$ cat src/design/mm3_pkg.sv
// shared types, constants and sequencer tables for the murmur3 x64 128-bit hash
`timescale 1ns / 1ps
`default_nettype none

package mm3_pkg;

	// mixing and finalizer constants
	localparam logic [63:0] MIX_C1 = 64'h87c3_7b91_1142_53d5;
	localparam logic [63:0] MIX_C2 = 64'h4cf5_ad43_2745_937f;
	localparam logic [63:0] ADD_H1 = 64'h0000_0000_52dc_e729;
	localparam logic [63:0] ADD_H2 = 64'h0000_0000_3849_5ab5;
	localparam logic [63:0] FIN_M1 = 64'hff51_afd7_ed55_8ccd;
	localparam logic [63:0] FIN_M2 = 64'hc4ce_b9fe_1a85_ec53;

	// bytes in one block
	localparam logic [4:0] BLOCK_BYTES = 5'd16;

	// last step index of each sequencer phase
	localparam logic [3:0] MIX_LAST  = 4'd11;
	localparam logic [3:0] BODY_LAST = 4'd3;
	localparam logic [3:0] FIN_LAST  = 4'd15;

	// phase of the shared 32x32 multiplier
	typedef enum logic [1:0] {
		MS_NONE,
		MS_P0,
		MS_P1,
		MS_P2
	} mstep_t;

	// multiplier operand source
	typedef enum logic [1:0] {
		SRC_K1,
		SRC_K2,
		SRC_H1,
		SRC_H2
	} src_t;

	// multiplier constant select
	typedef enum logic [1:0] {
		CST_C1,
		CST_C2,
		CST_F1,
		CST_F2
	} cst_t;

	// product writeback
	typedef enum logic [2:0] {
		WB_NONE,
		WB_K1_ROT,
		WB_K1,
		WB_K2_ROT,
		WB_K2,
		WB_H1_XS,
		WB_H2_XS
	} wb_t;

	// lane operations
	typedef enum logic [3:0] {
		LOP_NONE,
		LOP_H1_A,
		LOP_H1_B,
		LOP_H2_A,
		LOP_H2_B,
		LOP_TAIL,
		LOP_FIN_A,
		LOP_FIN_B,
		LOP_FIN_XS,
		LOP_FIN_C,
		LOP_OUT
	} lop_t;

	// controller states
	typedef enum logic [2:0] {
		S_IDLE,
		S_MIX,
		S_BODY,
		S_TAIL,
		S_FIN,
		S_OUT
	} state_t;

	// command from controller to datapath
	typedef struct packed {
		logic   load;
		logic   init;
		mstep_t mstep;
		src_t   src;
		cst_t   cst;
		wb_t    wb;
		lop_t   lop;
	} dp_cmd_t;

	// status from datapath to controller
	typedef struct packed {
		logic last;
		logic full;
	} dp_status_t;

	function automatic logic [63:0] rotl64(input logic [63:0] v, input int s);
		return (v << s) | (v >> (64 - s));
	endfunction

	function automatic logic [63:0] xs33(input logic [63:0] v);
		return v ^ (v >> 33);
	endfunction

	function automatic logic [63:0] cst_value(input cst_t c);
		logic [63:0] r;
		unique case (c)
			CST_C1: r = MIX_C1;
			CST_C2: r = MIX_C2;
			CST_F1: r = FIN_M1;
			CST_F2: r = FIN_M2;
			default: r = MIX_C1;
		endcase
		return r;
	endfunction

	function automatic dp_cmd_t mul_cmd(input mstep_t ms, input src_t s, input cst_t c,
	                                    input wb_t w);
		dp_cmd_t r;
		r = '0;
		r.mstep = ms;
		r.src = s;
		r.cst = c;
		r.wb = w;
		return r;
	endfunction

	function automatic dp_cmd_t lop_cmd(input lop_t l);
		dp_cmd_t r;
		r = '0;
		r.lop = l;
		return r;
	endfunction

	// k1 * C1, rotl 31, * C2, then k2 * C2, rotl 33, * C1
	function automatic dp_cmd_t mix_cmd(input logic [3:0] step);
		dp_cmd_t r;
		unique case (step)
			4'd0:  r = mul_cmd(MS_P0, SRC_K1, CST_C1, WB_K1_ROT);
			4'd1:  r = mul_cmd(MS_P1, SRC_K1, CST_C1, WB_K1_ROT);
			4'd2:  r = mul_cmd(MS_P2, SRC_K1, CST_C1, WB_K1_ROT);
			4'd3:  r = mul_cmd(MS_P0, SRC_K1, CST_C2, WB_K1);
			4'd4:  r = mul_cmd(MS_P1, SRC_K1, CST_C2, WB_K1);
			4'd5:  r = mul_cmd(MS_P2, SRC_K1, CST_C2, WB_K1);
			4'd6:  r = mul_cmd(MS_P0, SRC_K2, CST_C2, WB_K2_ROT);
			4'd7:  r = mul_cmd(MS_P1, SRC_K2, CST_C2, WB_K2_ROT);
			4'd8:  r = mul_cmd(MS_P2, SRC_K2, CST_C2, WB_K2_ROT);
			4'd9:  r = mul_cmd(MS_P0, SRC_K2, CST_C1, WB_K2);
			4'd10: r = mul_cmd(MS_P1, SRC_K2, CST_C1, WB_K2);
			4'd11: r = mul_cmd(MS_P2, SRC_K2, CST_C1, WB_K2);
			default: r = lop_cmd(LOP_NONE);
		endcase
		return r;
	endfunction

	// lane recurrence of a full block
	function automatic dp_cmd_t body_cmd(input logic [1:0] step);
		dp_cmd_t r;
		unique case (step)
			2'd0: r = lop_cmd(LOP_H1_A);
			2'd1: r = lop_cmd(LOP_H1_B);
			2'd2: r = lop_cmd(LOP_H2_A);
			2'd3: r = lop_cmd(LOP_H2_B);
			default: r = lop_cmd(LOP_NONE);
		endcase
		return r;
	endfunction

	// length fold, lane adds and both 64-bit finalizers
	function automatic dp_cmd_t fin_cmd(input logic [3:0] step);
		dp_cmd_t r;
		unique case (step)
			4'd0:  r = lop_cmd(LOP_FIN_A);
			4'd1:  r = lop_cmd(LOP_FIN_B);
			4'd2:  r = lop_cmd(LOP_FIN_XS);
			4'd3:  r = mul_cmd(MS_P0, SRC_H1, CST_F1, WB_H1_XS);
			4'd4:  r = mul_cmd(MS_P1, SRC_H1, CST_F1, WB_H1_XS);
			4'd5:  r = mul_cmd(MS_P2, SRC_H1, CST_F1, WB_H1_XS);
			4'd6:  r = mul_cmd(MS_P0, SRC_H1, CST_F2, WB_H1_XS);
			4'd7:  r = mul_cmd(MS_P1, SRC_H1, CST_F2, WB_H1_XS);
			4'd8:  r = mul_cmd(MS_P2, SRC_H1, CST_F2, WB_H1_XS);
			4'd9:  r = mul_cmd(MS_P0, SRC_H2, CST_F1, WB_H2_XS);
			4'd10: r = mul_cmd(MS_P1, SRC_H2, CST_F1, WB_H2_XS);
			4'd11: r = mul_cmd(MS_P2, SRC_H2, CST_F1, WB_H2_XS);
			4'd12: r = mul_cmd(MS_P0, SRC_H2, CST_F2, WB_H2_XS);
			4'd13: r = mul_cmd(MS_P1, SRC_H2, CST_F2, WB_H2_XS);
			4'd14: r = mul_cmd(MS_P2, SRC_H2, CST_F2, WB_H2_XS);
			4'd15: r = lop_cmd(LOP_FIN_C);
			default: r = lop_cmd(LOP_NONE);
		endcase
		return r;
	endfunction

endpackage

`default_nettype wire

$ cat src/design/mm3_ctrl.sv
// controller: handshakes and step sequencing of the datapath
`timescale 1ns / 1ps
`default_nettype none

module mm3_ctrl (
	input  wire logic                 clk,
	input  wire logic                 arst_n,
	input  wire logic                 blk_valid,
	output logic                      blk_ready,
	output logic                      hash_valid,
	input  wire logic                 hash_ready,
	input  wire mm3_pkg::dp_status_t  status,
	output mm3_pkg::dp_cmd_t          cmd
);

	mm3_pkg::state_t state_q, state_d;
	logic [3:0] step_q, step_d;
	logic       open_q, open_d;
	logic       out_valid_q, out_valid_d;

	// state register
	always_ff @(posedge clk or negedge arst_n) begin
		if (!arst_n) begin
			state_q <= mm3_pkg::S_IDLE;
			step_q <= 4'd0;
			open_q <= 1'b0;
			out_valid_q <= 1'b0;
		end else begin
			state_q <= state_d;
			step_q <= step_d;
			open_q <= open_d;
			out_valid_q <= out_valid_d;
		end
	end

	// next state and commands
	always_comb begin
		state_d = state_q;
		step_d = step_q;
		open_d = open_q;
		out_valid_d = out_valid_q;
		cmd = mm3_pkg::lop_cmd(mm3_pkg::LOP_NONE);
		blk_ready = 1'b0;

		// result transaction taken
		if (out_valid_q && hash_ready) begin
			out_valid_d = 1'b0;
		end

		unique case (state_q)
			mm3_pkg::S_IDLE: begin
				blk_ready = 1'b1;
				if (blk_valid) begin
					cmd.load = 1'b1;
					cmd.init = !open_q;
					open_d = 1'b1;
					step_d = 4'd0;
					state_d = mm3_pkg::S_MIX;
				end
			end
			mm3_pkg::S_MIX: begin
				cmd = mm3_pkg::mix_cmd(step_q);
				if (step_q == mm3_pkg::MIX_LAST) begin
					step_d = 4'd0;
					state_d = status.full ? mm3_pkg::S_BODY : mm3_pkg::S_TAIL;
				end else begin
					step_d = step_q + 4'd1;
				end
			end
			mm3_pkg::S_BODY: begin
				cmd = mm3_pkg::body_cmd(step_q[1:0]);
				if (step_q == mm3_pkg::BODY_LAST) begin
					step_d = 4'd0;
					if (status.last) begin
						open_d = 1'b0;
						state_d = mm3_pkg::S_FIN;
					end else begin
						state_d = mm3_pkg::S_IDLE;
					end
				end else begin
					step_d = step_q + 4'd1;
				end
			end
			mm3_pkg::S_TAIL: begin
				cmd = mm3_pkg::lop_cmd(mm3_pkg::LOP_TAIL);
				open_d = 1'b0;
				step_d = 4'd0;
				state_d = mm3_pkg::S_FIN;
			end
			mm3_pkg::S_FIN: begin
				cmd = mm3_pkg::fin_cmd(step_q);
				if (step_q == mm3_pkg::FIN_LAST) begin
					step_d = 4'd0;
					state_d = mm3_pkg::S_OUT;
				end else begin
					step_d = step_q + 4'd1;
				end
			end
			mm3_pkg::S_OUT: begin
				// load the output register once the previous result is gone
				if (!out_valid_q || hash_ready) begin
					cmd = mm3_pkg::lop_cmd(mm3_pkg::LOP_OUT);
					out_valid_d = 1'b1;
					state_d = mm3_pkg::S_IDLE;
				end
			end
			default: begin
				state_d = mm3_pkg::S_IDLE;
			end
		endcase
	end

	assign hash_valid = out_valid_q;

endmodule

`default_nettype wire
$ cat config.mk
export PLATFORM = sky130hd
export DESIGN_NAME = mm3_ctrl
export DESIGN_NICKNAME = d
export VERILOG_FILES = /design/src/design/mm3_pkg.sv /design/src/design/mm3_ctrl.sv
export SDC_FILE = /design/constraint.sdc
export NUM_CORES = 1
export LEC_CHECK = 0
export BUFFER_PORTS_ARGS = -buffer_cell sky130_fd_sc_hd__buf_2
export CELL_PAD_IN_SITES_DETAIL_PLACEMENT = 1
export CELL_PAD_IN_SITES_GLOBAL_PLACEMENT = 2
export CORE_MARGIN = 2
export CORE_UTILIZATION = 30
export CTS_BUF_LIST = sky130_fd_sc_hd__clkbuf_16
export DETAILED_ROUTE_END_ITERATION = 10
export PLACE_DENSITY = 0.76
export SETUP_SLACK_MARGIN = 0.5
export SLEW_MARGIN = 20
export SYNTH_ARGS = -nofsm -noshare
export SYNTH_HDL_FRONTEND = slang
export SYNTH_SLANG_ARGS = --single-unit
$ cat constraint.sdc
create_clock -name clk -period 2 [get_ports clk]
set_input_delay 0.4 -clock clk [delete_from_list [all_inputs] [get_ports clk]]
set_output_delay 0.4 -clock clk [all_outputs]
set_load 0.03 [all_outputs]
# --- Word level (Yosys, flattened, before mapping) ---
# Memory sizes are Yosys's and may differ from the RTL's.
# Index checks and enable logic that the tools add are counted.
op_classes:
  n_reduce_logical: 11
  muxes: 26
  n_addsub: 1
  eq_ne: 17
ops:
  columns: ["cell", "count"]
  rows:
  - ["13-bit case mux with 5 select lines", 1]
  - ["15-bit case mux with 4 select lines", 1]
  - ["4-bit 2-to-1 mux", 5]
  - ["4-bit case mux with 5 select lines", 1]
  - ["3-bit 2-to-1 mux", 6]
  - ["3-bit case mux with 6 select lines", 1]
  - ["2-bit != test, second input constant", 6]
  - ["2-bit case mux with 5 select lines", 1]
  - ["4-bit == test, second input constant", 2]
  - ["1-bit 2-to-1 mux", 8]
  - ["3-bit by 2-bit == test with 1-bit output, second input constant", 2]
  - ["3-bit == test, second input constant", 2]
  - ["5-bit AND reduction", 1]
  - ["5-bit nonzero test", 1]
  - ["4-bit by 1-bit adder with 4-bit output, second input constant", 1]
  - ["2-bit == test, second input constant", 2]
  - ["4-bit by 2-bit == test with 1-bit output, second input constant", 1]
  - ["4-bit AND reduction", 1]
  - ["3-bit by 1-bit == test with 1-bit output, second input constant", 1]
  - ["3-bit logical NOT", 1]
  - ["1-bit case mux with 3 select lines", 1]
  - ["3-bit nonzero test", 1]
  - ["2-bit by 1-bit == test with 1-bit output, second input constant", 1]
  - ["1-bit logical NOT", 2]
  - ["5 further kinds", 5]
totals:
  out_inout_bits: 17
  word_cells: 61
  mem_count: 2
  regBits: 9
  mem_bits_ro: 320
  inputBits: 6
memory_table:
  columns: ["name", "depth", "width", "read_ports", "rd_clocked_by_memory_dff", "write_ports", "line_no", "rtl"]
  rows:
  - ["(no name shown)", 16, 13, 1, 0, 0, "mm3_pkg.sv:175", "unique case (step)"]
  - ["(no name shown)", 16, 7, 1, 0, 0, "mm3_pkg.sv:141", "unique case (step)"]

# --- Logic depth before layout (Yosys ltp) ---
# Gate-level depths: netlist of run 1.
depth:
  word_depth: 4
  depth_mapped: 7
  depth_no_buf: 6

# --- Worst setup path after synthesis of run 1 ---
# OpenSTA, ideal clock, no wires.
synth_timing:
  kind: "register to output"
  startpoint: "reg step_q[1]"
  endpoint: "out cmd[6] in the netlist's numbering"
  setup_slack_ns: -0.465
  t_required_ns: 1.600
  path_stages_with_launch: 7
  t_arrival_ns: 2.065
  n_path_buf: 0
  path_cell_list: "dfrtp_1 > ha_1 > inv_1 > ha_1 > nor2b_1 > a211oi_2 > or2_1"
synth_rtl:
  columns: ["item", "line_no", "rtl"]
  rows:
  - ["start: declaration", "mm3_ctrl.sv:17", "logic [3:0] step_q, step_d;"]
  - ["start signal: assignment", "mm3_ctrl.sv:30", "step_q <= step_d;"]
  - ["end: declaration", "mm3_ctrl.sv:13", "output mm3_pkg::dp_cmd_t cmd"]

==> flow_metrics.env, run 1 <==
export IMPL_totalWireLength_mm=5.64
export IMPL_finalHoldViolCount=0
export IMPL_ys_warn_count=0
export IMPL_core_area_um2=3940
export IMPL_dp_final_hpwl_mm=3.61
export IMPL_cp_max_fo=5
export IMPL_synth_area_um2=1210
export IMPL_arrival_ns=1.78
export IMPL_clk_latency_ns=0.24
export IMPL_syn_inst=141
export IMPL_layout_common_cells="buf_4, buf_6, ha_1"
export IMPL_ant_nets=0
export IMPL_max_slew_margin=0.741
export IMPL_die_w_um=67.6
export IMPL_ys_ff_latch=9
export IMPL_final_common_cell="buf_4"
export IMPL_crit_path_start_kind="flip-flop"
export IMPL_root_buffer="clkbuf_16"
export IMPL_grt_pass1_wl_mm=8.40
export IMPL_routed_top_layer="met4"
export IMPL_wl_met3_um=136
export IMPL_switching_share=0.475
export IMPL_viasPerCell=5.32
export IMPL_initial_utilization=0.308
export IMPL_fmax_mhz=459
export IMPL_end_kind="output pin"
export IMPL_drive_above_1_share=0.720
export IMPL_rsz0062_at_grt="true"
export IMPL_min_period_ns=2.18
export IMPL_cts_tree="yes"
export IMPL_rows=23
export IMPL_synth_edf_count=0
export IMPL_failed_checks="setup timing"
export IMPL_synthTopCellsByArea="dfrtp_1, ha_1, mux2i_1"
export IMPL_synth_distinct_cells=52
export IMPL_antenna_found_initial=0
export IMPL_io_pins=23
export IMPL_num_antenna_cells=0
export IMPL_grt_pass1_vias=1476
export IMPL_cts_root_to_sink_buffers=2
export IMPL_dieArea_um2=4570
export IMPL_cts_htree_levels=1
export IMPL_synth_seq_area_share=0.186
export IMPL_globalplace_congestion=0.850
export IMPL_wl_met1_mm=2.49
export IMPL_fin_nets=234
export IMPL_numCtsBuffers=3
export IMPL_syn_area_per_cell_um2=8.61
export IMPL_wl_per_cell_um=21.4
export IMPL_grt_max_degree=11
export IMPL_route_detailed_drc=0
export IMPL_synthArstFlopShare=1.00
export IMPL_chipHeight_um=67.6
export IMPL_synth_top_area_cell="dfrtp_1"
export IMPL_fillers=419
export IMPL_setup_viol=13
export IMPL_synth_main_ff_cell="dfrtp_1"
export IMPL_maxSlewViolCount=0
export IMPL_io_buffers=22
export IMPL_dp_cells=238
export IMPL_fin_cells=264
export IMPL_setup_tns_ns=-1.51
export IMPL_synth_nets=160
export IMPL_grt_overflow=0
export IMPL_worst_pin_slew_ns=0.388
export IMPL_syn_to_final_growth_pct=91.2
export IMPL_maxCapViolations=0
export IMPL_cts_clk_slew_worst_paths_ns=0.04
export IMPL_cellPowerDensity_nw_per_um2=1760
export IMPL_gr_usage_all_layers=0.255
export IMPL_clock_sinks=9
export IMPL_first_iter_violations=64
export IMPL_period_share=1.09
export IMPL_num_vias=1405
export IMPL_power_internal_w=0.00215
export IMPL_finalWorstSetupSlack_ns=-0.180
export IMPL_power_frac_comb=0.817
export IMPL_leakage_nw=1.03
export IMPL_ir_drop_mv=1.08
export IMPL_share_seq_of_total_power=0.095
export IMPL_p_sw_w=0.00194
export IMPL_synth_top_cell_area_share=0.186
export IMPL_wl_met2_mm=2.94
export IMPL_clock_skew_ns=0.000516
export IMPL_clkPwrFrac=0.088
export IMPL_hold_class="primary input to asynchronous set/reset pin"
export IMPL_firstDrtPassIters=4
export IMPL_crit_type="flip-flop to output pin"
export IMPL_status="complete, but fails checks"
export IMPL_cp_required_ns=1.60
## cell usage after synthesis, drive strengths merged, types with 2 or more instances
cell,count
ha,13
inv,11
a21oi,10
nand2,10
nor2,10
dfrtp,9
buf,8
o21ai,7
a211oi,6
mux2i,5
nand3,5
a22o,4
and2b,4
a22oi,3
nand2b,3
nand4,3
nor2b,3
o22ai,3
a21o,2
and3,2
nor3,2
o31ai,2
## timing repair
action / CTS / global route
pin swaps: 26 / 12
gates resized for setup: 70 / 20
hold buffers: 0 / 0
setup buffers: 15 / 7
endpoints found under the setup margin: 23 / 24
## worst max-delay path: stages, from the launching register on
cell and delay [ns]:
dfrtp_2 0.45, ha_4 0.21, and2b_2 0.24, o32a_1 0.33
o22ai_4 0.16, buf_6 0.15
## kinds of logic after synthesis
group,share of synthesized area
buffers and inverters,0.0917
flip-flops,0.186
XOR/XNOR,0.00722
AND/OR/NAND/NOR,0.241
multiplexers,0.0505
adder cells (fa/ha/maj),0.134
AO/OA/AOI/OAI,0.290
## sequential cells by signal, summed over array words and instances, names as in the netlist
name / flops
step_q: 4
hash_valid: 1
state_q: 3
open_q: 1
## power by group through the flow
stage	Clock [W]	Sequential [W]	Combinational [W]
4_1_cts	0.000359	0.000379	0.00302
6_report	0.000360	0.000389	0.00334
3_3_place_gp	0	0.000356	0.00237
2_1_floorplan	0	0.000357	0.00168
5_1_grt	0.000377	0.000397	0.00351
3_5_place_dp	0	0.000368	0.00243
## worst paths after layout
path,startpoint,end,depth (start not counted),slack [ns]
worst max-delay path,step_q[0]$_DFFE_PN0P_,cmd[4],5,-0.18
worst min-delay path,arst_n,step_q[0]$_DFFE_PN0P_,1,0.02
worst max register to register,state_q[1]$_DFFE_PN0P_,step_q[2]$_DFFE_PN0P_,6,0.29
worst min register to register,hash_valid$_DFF_PN0_,hash_valid$_DFF_PN0_,2,0.57
max in group asynchronous,arst_n,state_q[2]$_DFFE_PN0P_,1,1.77
min in group clk,hash_ready,hash_valid$_DFF_PN0_,3,0.51
## per-stage QoR
stage	utilization	setup slack (ns)	total power, W	hold WS, ns	instance area, um2
3_3_place_gp	0.444	0.0102	0.00273	0.272	1750
6_report	0.589	-0.180	0.00409	0.0178	2320
5_1_grt	0.589	-0.223	0.00429	0.0268	2320
3_5_place_dp	0.444	-0.0493	0.00280	0.274	1750
4_1_cts	0.553	-0.149	0.00376	0.0215	2180
2_1_floorplan	-	-0.0265	0.00204	0.104	1400
## per-layer routing
metal,up-vias,track usage
li1,655,-
met1,710,0.317
met2,31,0.463
met3,9,0.0317
met4,0,0.0612
met5,-,0
## area by class of cell
type                       count  area, um2  share of cell area
tap                           50       62.6              0.0270
clock inverter                 1       3.75             0.00162
timing repair buffer          77        672               0.289
multi-input combinational    112       1220               0.524
sequential                     9        231              0.0997
inverter                      12       60.1              0.0259
clock buffer                   3       75.1              0.0323
Power figures use the tool's default switching activity.
==> run 2: changes to the inputs <==
--- a/config.mk
+++ b/config.mk
@@ -5,14 +5,15 @@
 export SDC_FILE = /design/constraint.sdc
 export NUM_CORES = 1
 export LEC_CHECK = 0
+export ABC_AREA = 1
 export BUFFER_PORTS_ARGS = -buffer_cell sky130_fd_sc_hd__buf_2
 export CELL_PAD_IN_SITES_DETAIL_PLACEMENT = 1
 export CELL_PAD_IN_SITES_GLOBAL_PLACEMENT = 2
 export CORE_MARGIN = 2
-export CORE_UTILIZATION = 30
+export CORE_UTILIZATION = 25
 export CTS_BUF_LIST = sky130_fd_sc_hd__clkbuf_16
 export DETAILED_ROUTE_END_ITERATION = 10
-export PLACE_DENSITY = 0.76
+export PLACE_DENSITY = 0.74
 export SETUP_SLACK_MARGIN = 0.5
 export SLEW_MARGIN = 20
 export SYNTH_ARGS = -nofsm -noshare
==> flow_metrics.env, run 2 <==
export IMPL_status="complete, but fails checks"
export IMPL_failed_checks="setup timing"
export IMPL_wl_per_cell_um=15.4
export IMPL_largest_register_ffs=4
export IMPL_synth_distinct_cells=23
export IMPL_fin_nets=255
export IMPL_ys_warn_count=0
export IMPL_crit_slowest_cell="dfrtp_2"
export IMPL_cts_htree_levels=1
export IMPL_gr_usage_all_layers=0.179
export IMPL_r2r_end="step_q[0]$_DFFE_PN0P_"
export IMPL_dp_final_hpwl_mm=3.28
export IMPL_crit_path_start_kind="flip-flop"
export IMPL_syn_to_final_growth_pct=84.3
export IMPL_globalplace_congestion=0.867
export IMPL_route_detailed_drc=0
export IMPL_cp_depth=8
export IMPL_largest_register="step_q"
export IMPL_core_area_um2=4320
export IMPL_firstDrtPassIters=4
export IMPL_numCtsBuffers=3
export IMPL_clock_sinks=9
export IMPL_setup_viol=11
export IMPL_synth_common_cells="nand2_1, nor2_1, nand3_1, inv_1, ha_1"
export IMPL_cts_clk_slew_worst_paths_ns=0.04
export IMPL_ys_ff_latch=9
export IMPL_dp_cells=268
export IMPL_drive_above_1_share=0.557
export IMPL_grt_max_degree=11
export IMPL_clk_latency_ns=0.23
export IMPL_final_common_cell="nand2_1"
export IMPL_num_antenna_cells=0
export IMPL_die_w_um=70.7
export IMPL_rsz0062_at_grt="true"
export IMPL_crit_top_cell="nand2_1"
export IMPL_utilization=0.474
export IMPL_rrSetupSlack_ns=0.39
export IMPL_rows=24
export IMPL_cp_slowest_stage_delay_ns=0.45
export IMPL_finalHoldViolCount=0
export IMPL_ant_nets=0
export IMPL_synth_seq_area_share=0.202
export IMPL_synthTopCellsByArea="dfrtp_1, nand2_1, ha_1"
export IMPL_totalWireLength_mm=4.43
export IMPL_synth_area_um2=1110
export IMPL_initial_utilization=0.257
export IMPL_maxCapViolations=0
export IMPL_cts_tree="yes"
export IMPL_viasPerCell=4.93
export IMPL_chipHeight_um=70.7
export IMPL_synth_top_cell_area_share=0.202
export IMPL_synth_most_common_cell="nand2_1"
export IMPL_cts_root_to_sink_buffers=2
export IMPL_grt_pass1_wl_mm=7.26
export IMPL_min_period_ns=2.08
export IMPL_cp_cell_sequence="buf_6, ha_2, nand2_1, nand2_1, a21oi_1, nand2_1, a21oi_4, buf_6"
export IMPL_syn_area_per_cell_um2=6.08
export IMPL_maxSlewViolCount=0
export IMPL_postCtsHoldBufs=0
export IMPL_grt_overflow=0
export IMPL_synth_nets=202
export IMPL_end_kind="output pin"
export IMPL_fin_cells=287
export IMPL_antenna_found_initial=0
export IMPL_synth_top_area_cell="dfrtp_1"
export IMPL_synthArstFlopShare=1.00
export IMPL_leakage_nw=0.941
export IMPL_first_iter_violations=47
export IMPL_ir_drop_mv=0.750
export IMPL_syn_inst=183
export IMPL_fmax_mhz=480
export IMPL_synth_main_ff_cell="dfrtp_1"
export IMPL_io_pins=23
export IMPL_cp_max_fo=4
export IMPL_hold_class="primary input to asynchronous set/reset pin"
export IMPL_root_buffer="clkbuf_16"
export IMPL_grt_pass1_vias=1491
export IMPL_layout_common_cells="nand2_1, buf_4, buf_6"
export IMPL_arrival_ns=1.68
export IMPL_reg_top3="step_q: 4 flops, state_q: 3 flops"
export IMPL_synth_edf_count=0
export IMPL_cellPowerDensity_nw_per_um2=1480
export IMPL_io_buffers=22
export IMPL_crit_type="flip-flop to output pin"
export IMPL_max_slew_margin=0.795
export IMPL_worst_pin_slew_ns=0.304
export IMPL_fillers=542
export IMPL_cp_required_ns=1.60
export IMPL_clock_skew_ns=0.00101
export IMPL_dieArea_um2=5000
export IMPL_period_share=1.04
export IMPL_num_vias=1416
export IMPL_crit_buf_inv=2
export IMPL_rr_startpoint="state_q[1]$_DFFE_PN0P_"
export IMPL_critPathTopFamily="flip-flops"
export IMPL_r2r_cells=11
export IMPL_finalWorstSetupSlack_ns=-0.0831
export IMPL_power_w=0.00304
## run 2: cell types whose count changed after synthesis, moves of 5 or more
cell	change
nor2_1	+14
mux2i_1	-5
inv_1	+7
nand2_1	+41
nand3_1	+17
inv_2	+5
o21ai_0	+5
## run 2: metal layers
layer	vias up	global-route usage	wire, um
met2	21	0.310	2280
met3	4	0.0271	96
met1	692	0.233	2010
met5	-	0	0
met4	0	0.0398	40
li1	699	-	-
## run 2: what timing repair did
action                     CTS  global route
setup buffers                9             6
resized for setup           64            27
setup endpoints to repair   19            24
pin swaps                   13            15
## run 2: cells by family after synthesis
kind of cell    synth area share
compound gates             0.134
xor+xnor                 0.00788
fa+ha+maj                  0.146
buf+inv                   0.0945
flops                      0.202
simple gates               0.415
## run 2: cell type report
type	count	area, um2	share of cell area
multi-input cells	148	1130	0.549
repair buffers	52	452	0.220
flip-flops and latches	9	230	0.112
inverters	22	97.6	0.0476
clock buffers	3	75.1	0.0366
well taps	52	65.1	0.0317
clock inverters	1	3.75	0.00183
## run 2: report_power, final
| group | total (W) | switching (W) | internal, W |
|---|---|---|---|
| combinational | 0.00235 | 0.00136 | 0.000992 |
| sequential | 0.000337 | 0.0000858 | 0.000251 |
| clock | 0.000353 | 0.0000910 | 0.000262 |
## run 2: how the worst max path moves through the flow
stage | start | to
CTS | step_q[0]$_DFFE_PN0P_ | cmd[6]
global placement | step_q[0]$_DFFE_PN0P_ | cmd[11]
detailed placement | step_q[0]$_DFFE_PN0P_ | cmd[11]
finish | step_q[1]$_DFFE_PN0P_ | cmd[12]
global route | step_q[1]$_DFFE_PN0P_ | cmd[12]
floorplan | step_q[1]$_DFFE_PN0P_ | cmd[12]
## run 2: per-stage QoR
step | setup slack, ns | hold slack [ns] | TNS [ns] | cell area [um2]
CTS | -0.0872 | 0.0223 | -0.666 | 1900
global placement | 0.0907 | 0.265 | 0 | 1530
floorplan | 0.199 | 0.104 | 0 | 1260
finish | -0.0831 | 0.0206 | -0.385 | 2050
global route | -0.155 | 0.0291 | -1.24 | 2050
detailed placement | 0.0419 | 0.273 | 0 | 1530
